[src/plc_pkg.sv]
// ----------------------------------------------------------------------------
// plc_pkg
// Shared types and constants for the positional ordered list.
// ----------------------------------------------------------------------------
package plc_pkg;

  localparam int CAPACITY = 32;
  localparam int IDX_W    = $clog2(CAPACITY);
  localparam int CNT_W    = $clog2(CAPACITY + 1);
  localparam int DATA_W   = 32;
  localparam int CMD_W    = 3;
  localparam int POS_W    = 7;
  localparam int COUNT_W  = 7;
  localparam int CMP_W    = ((POS_W > CNT_W) ? POS_W : CNT_W) + 1;

  typedef enum logic [CMD_W-1:0] {
    CMD_INS_FIRST = 3'd0,
    CMD_INS_LAST  = 3'd1,
    CMD_INS_AT    = 3'd2,
    CMD_DEL_FIRST = 3'd3,
    CMD_DEL_LAST  = 3'd4,
    CMD_DEL_AT    = 3'd5,
    CMD_READ_ALL  = 3'd6
  } cmd_t;

  typedef enum logic [1:0] {
    ST_OK     = 2'd0,
    ST_BADPOS = 2'd1,
    ST_FULL   = 2'd2,
    ST_EMPTY  = 2'd3
  } status_t;

endpackage

[src/plc_ram.sv]
// ----------------------------------------------------------------------------
// plc_ram
// Generic simple dual-port RAM: one write port, one read port, registered read.
// ----------------------------------------------------------------------------
module plc_ram #(
  parameter int WIDTH = 32,
  parameter int DEPTH = 32
) (
  input  logic                     clk,
  input  logic                     we,
  input  logic [$clog2(DEPTH)-1:0] waddr,
  input  logic [WIDTH-1:0]         wdata,
  input  logic                     re,
  input  logic [$clog2(DEPTH)-1:0] raddr,
  output logic [WIDTH-1:0]         rdata
);

  logic [WIDTH-1:0] mem [DEPTH];

  always_ff @(posedge clk) begin
    if (we) begin
      mem[waddr] <= wdata;
    end
    if (re) begin
      rdata <= mem[raddr];
    end
  end

endmodule

[src/positional_ordered_list.sv]
// ----------------------------------------------------------------------------
// positional_ordered_list
// Bounded ordered list of signed 32-bit values held in one RAM. Inserts and
// deletes shift entries through the RAM one per cycle; read all streams out.
// ----------------------------------------------------------------------------
//  channel | ports                                   | dir
//  --------+-----------------------------------------+-----
//  in      | in_valid/in_ready, cmd, value, position | in
//  out     | out_valid/out_ready, status, count,     | out
//          | entry_value, entry_valid, last          |
//
// Insert: entries from the position on move up one place, then the value is
// written; an append needs no shift. Delete: later entries move down one.
// Read all: one result per cycle while the result sink takes them, set by the
// RAM read port; an empty list gives a single status result.
// Reset clears the state, the count and the output valid only; the RAM holds no reset state.
// A stalled result sink holds the block at its next result; a new request is
// taken once the previous one has reached the output register.
// ----------------------------------------------------------------------------
module positional_ordered_list (
  input  logic                              clk,
  input  logic                              rst_n,
  input  logic                              in_valid,
  output logic                              in_ready,
  input  logic [plc_pkg::CMD_W-1:0]         in_cmd,
  input  logic signed [plc_pkg::DATA_W-1:0] in_value,
  input  logic [plc_pkg::POS_W-1:0]         in_position,
  output logic                              out_valid,
  input  logic                              out_ready,
  output logic [1:0]                        out_status,
  output logic [plc_pkg::COUNT_W-1:0]       out_entry_count,
  output logic signed [plc_pkg::DATA_W-1:0] out_entry_value,
  output logic                              out_entry_valid,
  output logic                              out_last
);

  localparam int IDX_W = plc_pkg::IDX_W;
  localparam int CNT_W = plc_pkg::CNT_W;
  localparam int CMP_W = plc_pkg::CMP_W;

  typedef enum logic [2:0] {
    S_IDLE, S_EXEC, S_SHIFT, S_PUT, S_RESP, S_READ
  } state_t;

  state_t                       state_r, state_nxt;
  logic [plc_pkg::CMD_W-1:0]    cmd_r, cmd_nxt;
  logic [plc_pkg::DATA_W-1:0]   val_r, val_nxt;
  logic [plc_pkg::POS_W-1:0]    pos_r, pos_nxt;
  logic [CNT_W-1:0]             cnt_r, cnt_nxt;
  logic [IDX_W-1:0]             idx_r, idx_nxt;
  logic [IDX_W-1:0]             dst_r, dst_nxt;
  logic [IDX_W-1:0]             rdk_r, rdk_nxt;
  logic                         ins_r, ins_nxt;
  plc_pkg::status_t             status_r, status_nxt;

  logic                         out_valid_r, out_valid_nxt;
  logic [1:0]                   out_status_r, out_status_nxt;
  logic [CNT_W-1:0]             out_count_r, out_count_nxt;
  logic [plc_pkg::DATA_W-1:0]   out_value_r, out_value_nxt;
  logic                         out_evalid_r, out_evalid_nxt;
  logic                         out_last_r, out_last_nxt;

  logic                         mem_we, mem_re;
  logic [IDX_W-1:0]             mem_waddr, mem_raddr;
  logic [plc_pkg::DATA_W-1:0]   mem_wdata, mem_rdata;

  logic                         can_emit;
  logic [CMP_W-1:0]             pos_ext, cnt_ext;
  logic [IDX_W-1:0]             cnt_idx, pos_idx;
  logic [plc_pkg::POS_W-1:0]    pos_m1;
  logic                         full, empty;

  plc_ram #(
    .WIDTH (plc_pkg::DATA_W),
    .DEPTH (plc_pkg::CAPACITY)
  ) u_ram (
    .clk   (clk),
    .we    (mem_we),
    .waddr (mem_waddr),
    .wdata (mem_wdata),
    .re    (mem_re),
    .raddr (mem_raddr),
    .rdata (mem_rdata)
  );

  assign can_emit = !out_valid_r || out_ready;
  assign pos_ext  = CMP_W'(pos_r);
  assign cnt_ext  = CMP_W'(cnt_r);
  assign cnt_idx  = cnt_r[IDX_W-1:0];
  assign pos_m1   = pos_r - plc_pkg::POS_W'(1);
  assign pos_idx  = pos_m1[IDX_W-1:0];
  assign full     = (cnt_r == CNT_W'(plc_pkg::CAPACITY));
  assign empty    = (cnt_r == '0);

  always_comb begin
    state_nxt      = state_r;
    cmd_nxt        = cmd_r;
    val_nxt        = val_r;
    pos_nxt        = pos_r;
    cnt_nxt        = cnt_r;
    idx_nxt        = idx_r;
    dst_nxt        = dst_r;
    rdk_nxt        = rdk_r;
    ins_nxt        = ins_r;
    status_nxt     = status_r;
    out_valid_nxt  = out_valid_r && !out_ready;
    out_status_nxt = out_status_r;
    out_count_nxt  = out_count_r;
    out_value_nxt  = out_value_r;
    out_evalid_nxt = out_evalid_r;
    out_last_nxt   = out_last_r;
    mem_we         = 1'b0;
    mem_waddr      = dst_r;
    mem_wdata      = mem_rdata;
    mem_re         = 1'b0;
    mem_raddr      = '0;

    unique case (state_r)
      S_IDLE: begin
        if (in_valid) begin
          cmd_nxt   = in_cmd;
          val_nxt   = in_value;
          pos_nxt   = in_position;
          state_nxt = S_EXEC;
        end
      end

      S_EXEC: begin
        status_nxt = plc_pkg::ST_OK;
        state_nxt  = S_RESP;
        unique case (cmd_r)
          plc_pkg::CMD_INS_FIRST, plc_pkg::CMD_INS_LAST, plc_pkg::CMD_INS_AT: begin
            ins_nxt = 1'b1;
            if (cmd_r == plc_pkg::CMD_INS_AT &&
                (pos_ext == '0 || pos_ext > cnt_ext + CMP_W'(1))) begin
              status_nxt = plc_pkg::ST_BADPOS;
            end else if (full) begin
              status_nxt = plc_pkg::ST_FULL;
            end else begin
              if (cmd_r == plc_pkg::CMD_INS_FIRST) idx_nxt = '0;
              else if (cmd_r == plc_pkg::CMD_INS_LAST) idx_nxt = cnt_idx;
              else idx_nxt = pos_idx;
              if (idx_nxt == cnt_idx) begin
                // append: no shift
                mem_we    = 1'b1;
                mem_waddr = cnt_idx;
                mem_wdata = val_r;
                cnt_nxt   = cnt_r + CNT_W'(1);
              end else begin
                mem_re    = 1'b1;
                mem_raddr = cnt_idx - IDX_W'(1);
                dst_nxt   = cnt_idx;
                state_nxt = S_SHIFT;
              end
            end
          end
          plc_pkg::CMD_DEL_FIRST, plc_pkg::CMD_DEL_LAST, plc_pkg::CMD_DEL_AT: begin
            ins_nxt = 1'b0;
            if (empty) begin
              status_nxt = plc_pkg::ST_EMPTY;
            end else if (cmd_r == plc_pkg::CMD_DEL_AT &&
                         (pos_ext == '0 || pos_ext > cnt_ext)) begin
              status_nxt = plc_pkg::ST_BADPOS;
            end else begin
              if (cmd_r == plc_pkg::CMD_DEL_FIRST) idx_nxt = '0;
              else if (cmd_r == plc_pkg::CMD_DEL_LAST) idx_nxt = IDX_W'(cnt_r - CNT_W'(1));
              else idx_nxt = pos_idx;
              if (CNT_W'(idx_nxt) + CNT_W'(1) == cnt_r) begin
                cnt_nxt = cnt_r - CNT_W'(1);
              end else begin
                mem_re    = 1'b1;
                mem_raddr = idx_nxt + IDX_W'(1);
                dst_nxt   = idx_nxt;
                state_nxt = S_SHIFT;
              end
            end
          end
          plc_pkg::CMD_READ_ALL: begin
            if (!empty) begin
              mem_re    = 1'b1;
              mem_raddr = '0;
              rdk_nxt   = '0;
              state_nxt = S_READ;
            end
          end
          default: ;
        endcase
      end

      S_SHIFT: begin
        // rdata holds the neighbor of dst_r read last cycle
        mem_we    = 1'b1;
        mem_waddr = dst_r;
        mem_wdata = mem_rdata;
        if (ins_r) begin
          if (dst_r == idx_r + IDX_W'(1)) begin
            state_nxt = S_PUT;
          end else begin
            mem_re    = 1'b1;
            mem_raddr = dst_r - IDX_W'(2);
            dst_nxt   = dst_r - IDX_W'(1);
          end
        end else begin
          if (CNT_W'(dst_r) + CNT_W'(2) == cnt_r) begin
            cnt_nxt   = cnt_r - CNT_W'(1);
            state_nxt = S_RESP;
          end else begin
            mem_re    = 1'b1;
            mem_raddr = dst_r + IDX_W'(2);
            dst_nxt   = dst_r + IDX_W'(1);
          end
        end
      end

      S_PUT: begin
        mem_we    = 1'b1;
        mem_waddr = idx_r;
        mem_wdata = val_r;
        cnt_nxt   = cnt_r + CNT_W'(1);
        state_nxt = S_RESP;
      end

      S_RESP: begin
        if (can_emit) begin
          out_valid_nxt  = 1'b1;
          out_status_nxt = status_r;
          out_count_nxt  = cnt_r;
          out_value_nxt  = '0;
          out_evalid_nxt = 1'b0;
          out_last_nxt   = 1'b1;
          state_nxt      = S_IDLE;
        end
      end

      S_READ: begin
        if (can_emit) begin
          out_valid_nxt  = 1'b1;
          out_status_nxt = plc_pkg::ST_OK;
          out_count_nxt  = cnt_r;
          out_value_nxt  = mem_rdata;
          out_evalid_nxt = 1'b1;
          out_last_nxt   = (CNT_W'(rdk_r) + CNT_W'(1) == cnt_r);
          if (out_last_nxt) begin
            state_nxt = S_IDLE;
          end else begin
            mem_re    = 1'b1;
            mem_raddr = rdk_r + IDX_W'(1);
            rdk_nxt   = rdk_r + IDX_W'(1);
          end
        end
      end

      default: state_nxt = S_IDLE;
    endcase
  end

  always_ff @(posedge clk) begin
    if (!rst_n) begin
      state_r     <= S_IDLE;
      cnt_r       <= '0;
      out_valid_r <= 1'b0;
    end else begin
      state_r     <= state_nxt;
      cnt_r       <= cnt_nxt;
      out_valid_r <= out_valid_nxt;
    end
    cmd_r        <= cmd_nxt;
    val_r        <= val_nxt;
    pos_r        <= pos_nxt;
    idx_r        <= idx_nxt;
    dst_r        <= dst_nxt;
    rdk_r        <= rdk_nxt;
    ins_r        <= ins_nxt;
    status_r     <= status_nxt;
    out_status_r <= out_status_nxt;
    out_count_r  <= out_count_nxt;
    out_value_r  <= out_value_nxt;
    out_evalid_r <= out_evalid_nxt;
    out_last_r   <= out_last_nxt;
  end

  assign in_ready        = (state_r == S_IDLE);
  assign out_valid       = out_valid_r;
  assign out_status      = out_status_r;
  assign out_entry_count = plc_pkg::COUNT_W'(out_count_r);
  assign out_entry_value = out_value_r;
  assign out_entry_valid = out_evalid_r;
  assign out_last        = out_last_r;

  // count stays within bounds
  a_cnt_bound: assert property (@(posedge clk) disable iff (!rst_n)
    cnt_r <= CNT_W'(plc_pkg::CAPACITY))
    else $error("entry count above capacity");

  // one request at a time
  a_one_req: assert property (@(posedge clk) disable iff (!rst_n)
    (in_valid && in_ready) |=> !in_ready)
    else $error("request taken while busy");

  // read-out entries always carry ok status
  a_read_ok: assert property (@(posedge clk) disable iff (!rst_n)
    (out_valid && out_entry_valid) |-> (out_status == plc_pkg::ST_OK))
    else $error("read entry with error status");

  // count moves by at most one per cycle
  a_cnt_step: assert property (@(posedge clk) disable iff (!rst_n)
    $past(rst_n) |-> (cnt_r == $past(cnt_r) || cnt_r == $past(cnt_r) + CNT_W'(1) ||
                      cnt_r == $past(cnt_r) - CNT_W'(1)))
    else $error("count jumped");

endmodule

[config.mk]
export PLATFORM = sky130hd
export DESIGN_NAME = positional_ordered_list
export DESIGN_NICKNAME = d
export VERILOG_FILES = /design/src/plc_pkg.sv /design/src/plc_ram.sv /design/src/positional_ordered_list.sv
export SDC_FILE = /design/constraint.sdc
export NUM_CORES = 2
export LEC_CHECK = 0
export ABC_AREA = 1
export ABC_CLOCK_PERIOD_IN_PS = 5210
export BUFFER_PORTS_ARGS = -buffer_cell sky130_fd_sc_hd__buf_2
export CAP_MARGIN = 20
export CORE_AREA = 5 5 256 508
export DETAILED_ROUTE_END_ITERATION = 10
export DIE_AREA = 0 0 261 513
export GPL_TIMING_DRIVEN = 0
export PLACE_DENSITY_LB_ADDON = 0.1
export SYNTH_ARGS = -nofsm -noshare
export SYNTH_HDL_FRONTEND = slang
export SYNTH_HIERARCHICAL = 1
export SYNTH_SLANG_ARGS = --single-unit
[constraint.sdc]
create_clock -name clk -period 5.21 [get_ports clk]
set_input_delay 0.2605 -clock clk [delete_from_list [all_inputs] [get_ports clk]]
set_output_delay 0.2605 -clock clk [all_outputs]
set_load 0.01 [all_outputs]
Word-level counts from Yosys, hierarchy flattened:

Memories as Yosys holds them, arrays and structs flattened. A register that Yosys moved wholly into a read port is not among the register bits.
Index checks and enable logic that the tools add are counted.

* flip-flop bits (word level): 112
* memory bits (writable): 1024
* input bits: 46
* output and inout port bits: 45
* word-level logic and storage cells: 229
* memories kept: 1

Memory list
* u_ram.mem: depth 32, bits a word 32, read ports 1, clocked after memory_dff 1, write ports 1, RTL line plc_ram.sv:18 `logic [WIDTH-1:0] mem [DEPTH];`

* $add $sub $neg: 15
* magnitude comparators: 2
* equality and inequality tests: 43
* multiplexer cells: 122
* reductions and logical operators: 30

Operator list (count)
* $mux W5: 44
* $mux W32: 6
* $pmux W32 S2: 2
* $pmux W5 S2: 6
* $mux W6: 8
* $mux W3: 13
* $ne A3 B3 Y1 const B: 12
* $ne A2 B2 Y1 const B: 13
* $mux W1: 25
* $add A5 B1 Y5 const B: 4
* $reduce_and A10 Y1: 2
* $eq A6 B6 Y1: 3
* $pmux W3 S6: 1
* $pmux W6 S3: 1
* $eq A3 B3 Y1 const B: 5
* $pmux W5 S3: 1
* $sub A5 B1 Y5 const B: 3
* $add A5 B1 Y6 const B: 2
* $eq A3 B2 Y1 const B: 4
* $pmux W6 S2: 1
* $reduce_and A6 Y1: 2
* $eq A5 B5 Y1: 2
* $mux W2: 5
* $pmux W3 S3: 1
* other kinds (27): 46

Depth between registers and ports, before layout:

* word-level depth: 15
* mapped depth: 32
* depth with buffers taken out: 28

Hierarchy:

Netlist, hierarchy kept.

By module, submodules not included
* plc_ram: instances 1, cells each 3536, area each 42726.0 um^2, sequential area each 31710.4 um^2
* positional_ordered_list: instances 1, cells each 861, area each 7211.9 um^2, sequential area each 3263.1 um^2

Least setup slack after synthesis:

Ideal clock, no wire load.

* path kind: flip-flop to flip-flop
* start point: reg cnt_r[0]
* end point: mem u_ram.mem[31][0], enable pin
* setup time: 0.421 ns
* arrival: 4.130 ns
* data required time: 4.789 ns
* path slack: 0.659 ns
* cell stages (with the launch flop): 21
* buffers on the path: 2
* period minus slack after synthesis: 4.551 ns
* cells stage by stage: dfxtp_1 > buf_2 > nand3_1 > nor3_1 > xor2_1 > ha_1 > nand2_1 > o21a_1 > nand2_1 > nand2_1 > nand2_1 > nand2_1 > nand2_1 > nor2_4 > inv_2 > buf_6 > a21oi_2 > o21ai_1 > o211ai_1 > nand3_1 > nor2_1

* elaborated cells on any way between the ends: 24
* those cells by class: add/sub (1); order compare (1); eq/ne (2); mux (18); reduce/logical (2)

RTL lines
* from (decl): RTL line positional_ordered_list.sv:49 `logic [CNT_W-1:0] cnt_r, cnt_nxt;`
* from (signal assigned): RTL line positional_ordered_list.sv:264 `cnt_r <= cnt_nxt;`
* parallel branches: the longest is 9 deep, another holds $add A6 B1 Y7
* $mux W5 (*): RTL line positional_ordered_list.sv:134 `if (cmd_r == plc_pkg::CMD_INS_AT &&`
* $mux W5 (*): RTL line positional_ordered_list.sv:131 `unique case (cmd_r)`
* $pmux W5 S2 (*): RTL line positional_ordered_list.sv:118 `unique case (state_r)`
* named net mem_waddr[0]: RTL line positional_ordered_list.sv:64 `logic [IDX_W-1:0] mem_waddr, mem_raddr;`
* to (decl): RTL line plc_ram.sv:18

Mark *: on every way through the listed nets, which the timed path passes. The select of a mux whose other input is x is not followed.

Worst setup path after layout:

* start point: reg cnt_r[1]
* end point: reg u_ram.rdata[20] (read register of u_ram.mem) (data pin)

* word-level cells in the longest chain between the ends: 14
* elaborated cells on any way between the ends: 54
* those cells by class: add/sub (5); order compare (2); eq/ne (5); mux (37); reduce/logical (5)

RTL lines
* $sub A6 B1 Y6
* $mux W5: RTL line positional_ordered_list.sv:166 `else if (cmd_r == plc_pkg::CMD_DEL_LAST) idx_nxt = IDX_W'(cnt_r - CNT_W'(1));`
* $mux W5: RTL line positional_ordered_list.sv:165 `if (cmd_r == plc_pkg::CMD_DEL_FIRST) idx_nxt = '0;`
* $mux W5: RTL line positional_ordered_list.sv:161 `end else if (cmd_r == plc_pkg::CMD_DEL_AT &&`
* $mux W5: RTL line positional_ordered_list.sv:159 `if (empty) begin`
* $mux W5: RTL line positional_ordered_list.sv:131
* $mux W5: RTL line positional_ordered_list.sv:118
* $add A5 B1 Y6: RTL line positional_ordered_list.sv:168 `if (CNT_W'(idx_nxt) + CNT_W'(1) == cnt_r) begin`
* $eq A6 B6 Y1: RTL line positional_ordered_list.sv:168
* $mux W5: RTL line positional_ordered_list.sv:168
* $mux W5: RTL line positional_ordered_list.sv:161
* $mux W5: RTL line positional_ordered_list.sv:159
* $pmux W5 S2: RTL line positional_ordered_list.sv:131
* $pmux W5 S3 (*): RTL line positional_ordered_list.sv:118
* named net mem_raddr[1]: RTL line positional_ordered_list.sv:64
* to (decl): RTL line plc_ram.sv:15 `output logic [WIDTH-1:0] rdata`

Mark *: on every way through the listed nets, which the timed path passes. The rest lies on a longest branch. The select of a mux whose other input is x is not followed.
A chain may end at the register's enable or synchronous reset.

==> out/results.tsv <==
metric	value	unit
# setup viols final	0	
vias	34858	
switching power	0.0163	W
count leader, synth	nand2_1	
H-tree depth reported by CTS	3	
Placer Congestion	0.954	
syn avg cell area	11.4	sq um
mapped cell area	49900	sq um
Max VDD drop	0.319	mV
CTS Buf Count	102	
antenna-violating nets left	0	
count of input and output buffers	89	
design area	59500	sq um
synth cell count leaders	nand2_1 (1615), edfxtp_1 (1158), nand3_1 (830), nor2_1 (155), inv_1 (101)	
asr flop ratio synth	0	
Critical Path Max Stage Delay	0.43	ns
Flop pwr share	0.344	
CP startpoint kind	register	
Non-Filler Instances	6519	
Post-Syn Instances	4397	
Synth area leaders	edfxtp_1 (70%), nand2_1 (12%), nand3_1 (8.3%), buf_6 (1.6%), nor2_1 (1.2%)	
Clock Sinks	1168	
Clock Latency Late Sink	0.73	ns
Slew HR	0.289	
combinational share of power	0.451	
initial antenna violation count	4	
Yosys top cell by area	edfxtp_1	
Internal	0.0222	W
Slowest cell on crit path	ha_2	
fraction of layout instances using a drive strength above 1	0.149	
Synth top area share	0.696	
clock network power share	0.205	
PwrDens	646	nW/um^2
Post-Place Cells	6230	
status	finished, final reports clean	
CTS tree	built	
max-slew violation count	0	
CP max FO	10	
final worst-path cycle share	0.993	
Root Buffer	clkbuf_16	
Fillers	11212	
Max Freq	193	MHz
routed len/inst	27.2	um
worst hold path type	in -> reg	
Bufs and invs on worst path	5	
Worst-Margin Slew	1.07	ns
Tmin final	5.18	ns
routed wire length	178	mm
YS warnings	6	
pin count of the biggest net entering global routing	33	
Total GRT Usage	0.261	
max cap viols	0	
vias in the first global route	34967	
area grow syn2layout	19.2	%
DR pass1 iterations	6	
die area	134000	sq um
library cells used by synthesis	49	
EDFF count, synth	1158	
DR vias/cell	5.35	
crit end category	register	
setup TNS	0	ns
Ports	91	
# DRC	0	
first-pass GRT wire length	248	mm
largest delay contributor family on the critical path	simple AND/OR/NAND/NOR gates	
row count	184	
number of DRC markers in iteration 0	2934	
GRT Residual Overflow	0	
Worst Path Required	5.63	ns
leakage power	22.0	nW
core area	125000	sq um
dpl cell area	54700	sq um
Worst Skew	0.0394	ns
Nets	4838	
Clock Pin Slew Worst Setup and Hold Paths	0.07	ns
kind of critical path	reg -> reg	
Initial Utilization	0.398	
sw frac	0.423	
Final HPWL DP	130	mm
Synth Register Bits	1168	
die width	261	um
Seq/Total Area, Yosys	0.700	
Die Height	513	um
CP most frequent cell	nand2_1	
Hold WS	0.0453	ns
Hold Fails Final Rpt	0	
CP arrival	5.60	ns
Post-Syn Nets	4468	
clock buffer depth	3	
Post-synth top flop	edfxtp_1	
==> what timing repair did <==
item,in CTS,in global routing
hold buffers,44,0
buffers inserted,57,7
gates resized for setup,58,64
pin swaps,32,4
hold endpoints to repair,52,0
gates cloned,0,0
endpoints found under the setup margin,1056,1056
==> worst paths after layout <==
| check | cells after the start | slack (ns) | end | start |
|---|---|---|---|---|
| hold reg to reg | 0 | 0.44 | out_count_r[5]$_DFFE_PP_ | cnt_r[5]$_SDFFE_PN0P_ |
| setup / recovery | 28 | 0.03 | u_ram/rdata[20]$_DFFE_PP_ | cnt_r[1]$_SDFFE_PN0P_ |
| hold / removal | 3 | 0.05 | pos_r[6]$_DFFE_PP_ | in_valid |
| setup reg to reg | 28 | 0.03 | u_ram/rdata[20]$_DFFE_PP_ | cnt_r[1]$_SDFFE_PN0P_ |
==> per-stage QoR <==
step	util	worst slack (ns)	power, W
2_1_floorplan	-	0.659	0.0219
3_3_place_gp	0.418	-3.32	0.0288
3_5_place_dp	0.436	-1.15	0.0303
4_1_cts	0.473	0.00615	0.0383
5_1_grt	0.474	-0.000654	0.0400
6_report	0.474	0.0350	0.0384
==> registers in the layout, indices dropped and copies added, names as in the netlist <==
name,cells
u_ram/rdata,32
out_count_r,6
status_r,2
out_valid,1
out_last,1
u_ram/mem,1024
out_entry_value,32
pos_r,7
out_status,2
rdk_r,5
dst_r,5
ins_r,1
state_r,3
val_r,32
cnt_r,6
cmd_r,3
out_entry_valid,1
idx_r,5
==> cells in the final DEF, fill, tap and decap left out, types with 32 or more instances in the layout <==
master	instances
o221ai_4	32
buf_12	66
buf_4	94
edfxtp_1	1158
inv_1	98
clkbuf_16	104
clkbuf_1	46
nand2_1	1614
nand3_1	817
o21ai_1	36
buf_6	86
buf_2	142
nor2_4	40
dlygate4sd3_1	44
nor2_1	121
==> power by group through the flow <==
stage,Clock (W),Combinational [W],Sequential [W]
2_1_floorplan,0,0.00839,0.0135
3_3_place_gp,0,0.0149,0.0139
3_5_place_dp,0,0.0168,0.0134
4_1_cts,0.00802,0.0171,0.0132
5_1_grt,0.00836,0.0184,0.0133
6_report,0.00788,0.0173,0.0132
==> worst reg2reg max path: cells and delay by family (launching register included) <==
| kind | cells | cell delay, ns |
|---|---|---|
| buffers and inverters | 5 | 1.04 |
| adders and majority gates | 2 | 0.82 |
| DFF | 1 | 0.39 |
| AOI/OAI and AO/OA | 2 | 0.31 |
| and+or+nand+nor | 18 | 2.17 |
| xor gates and xnor gates | 1 | 0.14 |
==> logic make-up (layout without fill, tap and decap cells) <==
logic type / Yosys count / count (layout) / synth area share
buffers and inverters: 369 / 816 / 0.0439
adders and majority gates: 25 / 25 / 0.00641
xor gates and xnor gates: 34 / 34 / 0.00596
other: 1 / 2 / 0.0000751
DFF: 1168 / 1168 / 0.700
AOI/OAI and AO/OA: 145 / 145 / 0.0188
and+or+nand+nor: 2655 / 2655 / 0.224
==> layout make-up <==
cell class,instances,area [sq um],share of cell area
antenna,1,2.50,0.0000420
buffer,256,1960,0.0329
clock buffer,119,2660,0.0447
clock inverter,62,734,0.0123
inverter,112,432,0.00725
multi-input combinational,2860,13700,0.230
sequential,1168,35000,0.588
tap,1674,2090,0.0352
timing repair buffer,267,2960,0.0497
==> routing by layer <==
| layer | up-vias | GRT usage | wire length [um] |
|---|---|---|---|
| li1 | 16030 | - | - |
| met1 | 17153 | 0.254 | 57800 |
| met4 | 0 | 0.174 | 14800 |
| met3 | 509 | 0.0355 | 7440 |
| met2 | 1166 | 0.501 | 97600 |
| met5 | - | 0 | 0 |
Power figures use the tool's default switching activity.
